[src/sv/sphk_pkg.sv]
// ----------------------------------------------------------------------------
// sphk_pkg
// Shared types, register codes, reset values and saturation helper for the
// cubic spline kernel unit.
// ----------------------------------------------------------------------------
package sphk_pkg;

  localparam int unsigned WordW = 32;
  localparam int unsigned MagW  = WordW + 4;
  localparam int unsigned HiW   = MagW - WordW;
  localparam int unsigned CfgIdxW = 2;

  localparam logic [WordW-1:0] InvHalfSupportRst = 32'd65536;
  localparam logic [WordW-1:0] NormFactorRst     = 32'd7451;
  localparam logic [WordW-1:0] GradFactorRst     = 32'd7451;

  localparam logic [WordW-1:0] SignedMax = 32'h7FFF_FFFF;
  localparam logic [WordW-1:0] SignedMin = 32'h8000_0000;

  typedef enum logic [CfgIdxW-1:0] {
    RegInvHalfSupport = 2'd0,
    RegNormFactor     = 2'd1,
    RegGradFactor     = 2'd2
  } cfg_reg_e;

  typedef struct packed {
    logic valid;
    logic le_one;
    logic in_sup;
  } pow_ctl_t;

  typedef struct packed {
    logic valid;
    logic fneg;
    logic w_clip;
  } fac_ctl_t;

  typedef struct packed {
    logic             clip;
    logic [WordW-1:0] val;
  } sat_t;

  // pack a sign and magnitude into a saturated signed word
  function automatic sat_t sat_pack(logic neg, logic big, logic [WordW-1:0] mag);
    sat_t res;
    logic over;
    over = neg ? (big || (mag[WordW-1] && (|mag[WordW-2:0])))
               : (big || mag[WordW-1]);
    res.clip = over;
    if (neg) begin
      res.val = over ? SignedMin : (WordW'(0) - mag);
    end else begin
      res.val = over ? SignedMax : mag;
    end
    return res;
  endfunction

endpackage

[src/sv/sphk_fac.sv]
// ----------------------------------------------------------------------------
// sphk_fac
// Kernel polynomial and slope, then scaling by the normalization and slope
// factors, two register stages.
// ----------------------------------------------------------------------------
module sphk_fac #(
  parameter int unsigned FRAC_BITS = 16
) (
  input  logic                           clk_i,
  input  logic                           rst_ni,
  input  sphk_pkg::pow_ctl_t             ctl_i,
  input  logic [FRAC_BITS+3:0]           s2c_i,
  input  logic [FRAC_BITS:0]             s1c_i,
  input  logic [FRAC_BITS+2:0]           s2s_i,
  input  logic [FRAC_BITS:0]             s1s_i,
  input  logic [sphk_pkg::WordW-1:0]     ox_i,
  input  logic [sphk_pkg::WordW-1:0]     oy_i,
  input  logic [sphk_pkg::WordW-1:0]     norm_i,
  input  logic [sphk_pkg::WordW-1:0]     grad_i,
  output sphk_pkg::fac_ctl_t             ctl_o,
  output logic [sphk_pkg::WordW-1:0]     w_o,
  output logic [sphk_pkg::MagW-1:0]      fmag_o,
  output logic [sphk_pkg::WordW-1:0]     ox_o,
  output logic [sphk_pkg::WordW-1:0]     oy_o
);
  import sphk_pkg::*;

  localparam int unsigned PolyW  = FRAC_BITS + 4;
  localparam int unsigned DiffW  = FRAC_BITS + 5;
  localparam int unsigned SlopeW = FRAC_BITS + 6;
  localparam int unsigned ProdW  = WordW + PolyW;

  logic [DiffW-1:0]  pdiff;
  logic [PolyW-1:0]  poly_d, poly_q;
  logic [SlopeW-1:0] t12, t3, slope_s, smag_full;
  logic              sneg_d, sneg_q;
  logic [PolyW-1:0]  smag_d, smag_q;
  logic              v4_q;
  logic [WordW-1:0]  ox4_q, oy4_q, ox5_q, oy5_q;

  logic [ProdW-1:0]  wp, fp;
  logic [MagW-1:0]   wmag, fmag_d, fmag_q;
  logic [WordW-1:0]  w_q;
  fac_ctl_t          ctl_d, ctl_q;

  always_comb begin
    pdiff = {1'b0, s2c_i} - (ctl_i.le_one ? {2'b00, s1c_i, 2'b00} : DiffW'(0));
    poly_d = (!ctl_i.in_sup || pdiff[DiffW-1]) ? '0 : pdiff[PolyW-1:0];

    t12 = (SlopeW'(s1s_i) << 3) + (SlopeW'(s1s_i) << 2);
    t3  = (SlopeW'(s2s_i) << 1) + SlopeW'(s2s_i);
    slope_s   = ctl_i.le_one ? (t12 - t3) : (SlopeW'(0) - t3);
    sneg_d    = ctl_i.in_sup && slope_s[SlopeW-1];
    smag_full = slope_s[SlopeW-1] ? (SlopeW'(0) - slope_s) : slope_s;
    smag_d    = ctl_i.in_sup ? smag_full[PolyW-1:0] : '0;
  end

  assign wp     = ProdW'(norm_i) * ProdW'(poly_q);
  assign fp     = ProdW'(grad_i) * ProdW'(smag_q);
  assign wmag   = wp[FRAC_BITS +: MagW];
  assign fmag_d = fp[FRAC_BITS +: MagW];

  always_comb begin
    ctl_d.valid  = v4_q;
    ctl_d.fneg   = sneg_q && (fmag_d != '0);
    ctl_d.w_clip = |wmag[MagW-1:WordW];
  end

  always_ff @(posedge clk_i or negedge rst_ni) begin
    if (!rst_ni) begin
      v4_q  <= 1'b0;
      ctl_q <= '0;
    end else begin
      v4_q  <= ctl_i.valid;
      ctl_q <= ctl_d;
    end
  end

  always_ff @(posedge clk_i) begin
    poly_q <= poly_d;
    smag_q <= smag_d;
    sneg_q <= sneg_d;
    ox4_q  <= ox_i;
    oy4_q  <= oy_i;
    w_q    <= ctl_d.w_clip ? '1 : wmag[WordW-1:0];
    fmag_q <= fmag_d;
    ox5_q  <= ox4_q;
    oy5_q  <= oy4_q;
  end

  assign ctl_o  = ctl_q;
  assign w_o    = w_q;
  assign fmag_o = fmag_q;
  assign ox_o   = ox5_q;
  assign oy_o   = oy5_q;

`ifndef NO_ASSERTIONS
  a_fneg_nonzero: assert property (@(posedge clk_i) disable iff (!rst_ni)
    (ctl_q.valid && ctl_q.fneg) |-> (fmag_q != '0))
    else $error("negative slope with zero magnitude");
`endif

endmodule

[config.mk]
export PLATFORM = sky130hd
export DESIGN_NAME = sphk_fac
export DESIGN_NICKNAME = d
export VERILOG_FILES = /design/src/sv/sphk_pkg.sv /design/src/sv/sphk_fac.sv
export SDC_FILE = /design/constraint.sdc
export NUM_CORES = 2
export LEC_CHECK = 0
export ABC_AREA = 1
export BUFFER_PORTS_ARGS = -buffer_cell sky130_fd_sc_hd__buf_2
export CORE_ASPECT_RATIO = 1.1
export CORE_MARGIN = 2
export CORE_UTILIZATION = 45
export DETAILED_ROUTE_END_ITERATION = 10
export HOLD_SLACK_MARGIN = 0.08
export PLACE_DENSITY = 0.72
export SLEW_MARGIN = 20
export SYNTH_ARGS = -nofsm -noshare
export SYNTH_HDL_FRONTEND = slang
export SYNTH_SLANG_ARGS = --single-unit
[constraint.sdc]
create_clock -name clk_i -period 18.95 [get_ports clk_i]
set_input_delay 2.8425 -clock clk_i [delete_from_list [all_inputs] [get_ports clk_i]]
set_output_delay 2.8425 -clock clk_i [all_outputs]
set_load 0.03 [all_outputs]
==> metrics.txt <==
status completed; CTS max path bufs 3; slowest stage cell on the critical path nor2_4; Worst Path Max Fanout 33; Routed wire per std cell 17.80 µm; flip-flop and latch count after synthesis around 240; vias in the first global route approximately 46000; CTS Sinks 241; skew final slightly above 0.02 ns; EDFF count, synth 0; Final TNS setup 0 ns; 1st-pass router iterations 6; Die Y around 360 µm; DR DRC count 0; R2R Setup Slk ~11 ns; initial antenna violation count 19; Mapped Area 52150 µm²; site row count between 100 and 150; Post-synth ARST share about 1.7%; Starting DRT DRC Count 2909; worst stage delay on the critical path roughly 0.67 ns; Worst-Skew Late Latency approximately 0.60 ns; # Post-CTS Setup Buffers 0; num ports ~340; Tot GR Track Use 26.14%; WL final between 150000 and 200000 µm; Worst-path clk slew approximately 0.060 ns; DIE AREA ~120000 µm²; antenna viol nets, final 0; Initial Util around 45%; sequential area share after synthesis a little under a tenth; Die X 328.6 µm; Syn Nets about 8500; half-perimeter wire length after placement ~120000 µm; synthesized area per cell 7.682 µm²; Port Buffer Count 340; cts hold-fix bufs 0; CP Class input port to flip-flop; H-tree depth 1; worst hold path class flip-flop to flip-flop; Slew HR around a third; Worst EP required 19.37 ns; layout cells sized above 1 roughly 7.2%; Layout area overhead 7.423%; Setup crit end kind flip-flop; Pins Over Slew Limit 0; GPL Wtd Cong a little under 1; Cells after Synth slightly below 7000; Post-CTS Resized 0; first-pass GRT wire length 246400 µm; Synthesis Warnings 0; crit path DAT 10.29 ns; final hold violation count 0; Worst setup SP type input port; DR vias around 43000; MaxCap Viol Count 0; core area approximately 120000 µm²; largest net degree at the start of global routing 34; final setup fails 0; via/cell ratio just over 5; Final period util about 52%; Cell Chain, Critical Path buf_2 > nand2_1 > fa_1 > inv_1 > fa_1 > fa_1 > inv_1 > fa_1 > inv_1 > fa_1 > fa_1 > fa_1 > ha_1 > a21oi_1 > inv_1 > a21oi_1 > a21boi_0 > nand2_1 > a21oi_1 > o21ai_0 > nand2_1 > nand3_1 > nor2_4 > nand2_1; Num CTS Buffers 29; Clock Tree Root clkbuf_16; CTS tree done; ys flop type dfxtp_1; Unique masters post-synth a little under 60; RSZ-0062 raised after global routing false; Worst Max-Slew Pin Slew about 1 ns; Crit path top cell by count fa_1; fillers 11290; Congestion Overflow GR 0; Final #Nets 8604; FMAX ~0.10 GHz; min cycle time layout a little under 10 ns
## through the flow
stage	std cells	setup WS [ns]	hold slack [ns]	util, %	instance area (µm²)
2_1_floorplan	6789	10.14	0.3096	-	52150
3_3_place_gp	8429	8.491	0.3098	47.67	55010
3_5_place_dp	8429	8.490	0.3121	47.67	55010
4_1_cts	8482	9.114	0.3191	48.54	56010
5_1_grt	8485	8.662	0.3250	48.54	56020
6_report	8487	9.080	0.3173	48.55	56020
## layout make-up
type	count	area, µm²	area share [%]
clock inverters	21	255.2	0.4556
flip-flops and latches	241	4853	8.664
inverters	1900	7136	12.74
well taps	1529	1913	3.415
multi-input cells	4385	39150	69.88
clock buffers	32	747.0	1.333
repair buffers	374	1957	3.493
diodes	5	12.51	0.02233
## cells by family after synthesis
logic type	share of synthesized area, %
AND/OR/NAND/NOR	18.51
buffers and inverters	15.65
adder cells (fa/ha/maj)	50.86
AO/OA/AOI/OAI	4.374
flip-flops	9.290
XOR/XNOR	1.310
## cell usage in the layout, fill, tap and decap left out, types with 7 or more instances in the layout
cell	Yosys	layout
o21ai_1	15	15
inv_2	9	9
nand4_1	22	22
nor2_2	10	9
fa_1	1088	1088
nor4_1	11	11
nor2_1	285	285
nand3_1	144	144
o21bai_1	11	11
ha_1	379	379
a21oi_1	208	208
nand2_2	22	22
dfxtp_2	0	7
nand2_1	1867	1867
o21ai_0	106	106
buf_4	4	34
dfxtp_1	237	230
a21o_1	14	14
inv_1	1889	1889
xnor2_1	34	34
nor3_1	30	30
clkbuf_16	0	29
xor2_1	44	44
buf_2	5	340
a31oi_1	24	24
## state kept, by name, indices dropped and copies added (netlist names)
signal  count
v4_q        1
ox4_q      32
sneg_q      1
oy4_q      32
ctl_o       3
fmag_o     36
smag_q     20
w_o        32
poly_q     20
oy_o       32
ox_o       32
## cells in the mapped netlist (5+ instances only)
cell	count	area [µm²]
nand3_1	144	720.7
a21boi_0	6	45.04
xor2_1	44	385.4
o21bai_1	11	82.58
nand2_4	5	56.30
nor2_1	285	1070
nor3_1	30	150.1
dfxtp_1	237	4745
a21o_1	14	105.1
inv_2	9	33.78
a31oi_1	24	150.1
or2_2	6	37.54
fa_1	1088	21780
nand4_1	22	137.6
ha_1	379	4742
a21oi_1	208	1041
nand3b_1	6	45.04
nand2_2	22	137.6
xnor2_1	34	297.8
nor4_1	11	68.82
nand2_1	1867	7008
o21a_1	6	45.04
buf_2	5	25.02
o21ai_1	15	75.07
inv_1	1889	7091
clkbuf_1	246	923.4
o21ai_0	106	530.5
nor2_2	10	62.56
buf_1	6	22.52
## layer usage
layer  up-vias  GRT usage, %  part of all wire [%]
met5         -             0                 0.062
met4        16         9.374                   4.0
li1      19690             -                     -
met3       405         4.556                   8.1
met2      1777         43.76                    47
met1     21290         33.95                    40
## critical path, delay by kind of cell
kind,cells,cell delay [ns]
fa+ha+maj,8,3.89
buf+inv,5,0.72
compound gates,5,1.38
simple gates,6,1.43
## path summary, 6_finish.rpt
path / cells after the start / from / end
worst max-delay path: 24 / norm_i[12] / w_o[24]
worst min-delay path: 0 / ox4_q[26] / ox_o[26]
worst max register to register: 24 / poly_q[2] / w_o[24]
worst min register to register: 0 / ox4_q[26] / ox_o[26]
max in group asynchronous: 1 / rst_ni / ctl_o[2]
min in group asynchronous: 1 / rst_ni / ctl_o[1]
Power is left out: the tool's default activity adds up to more than one toggle a clock period on the data nets, which glitch-free logic cannot reach.
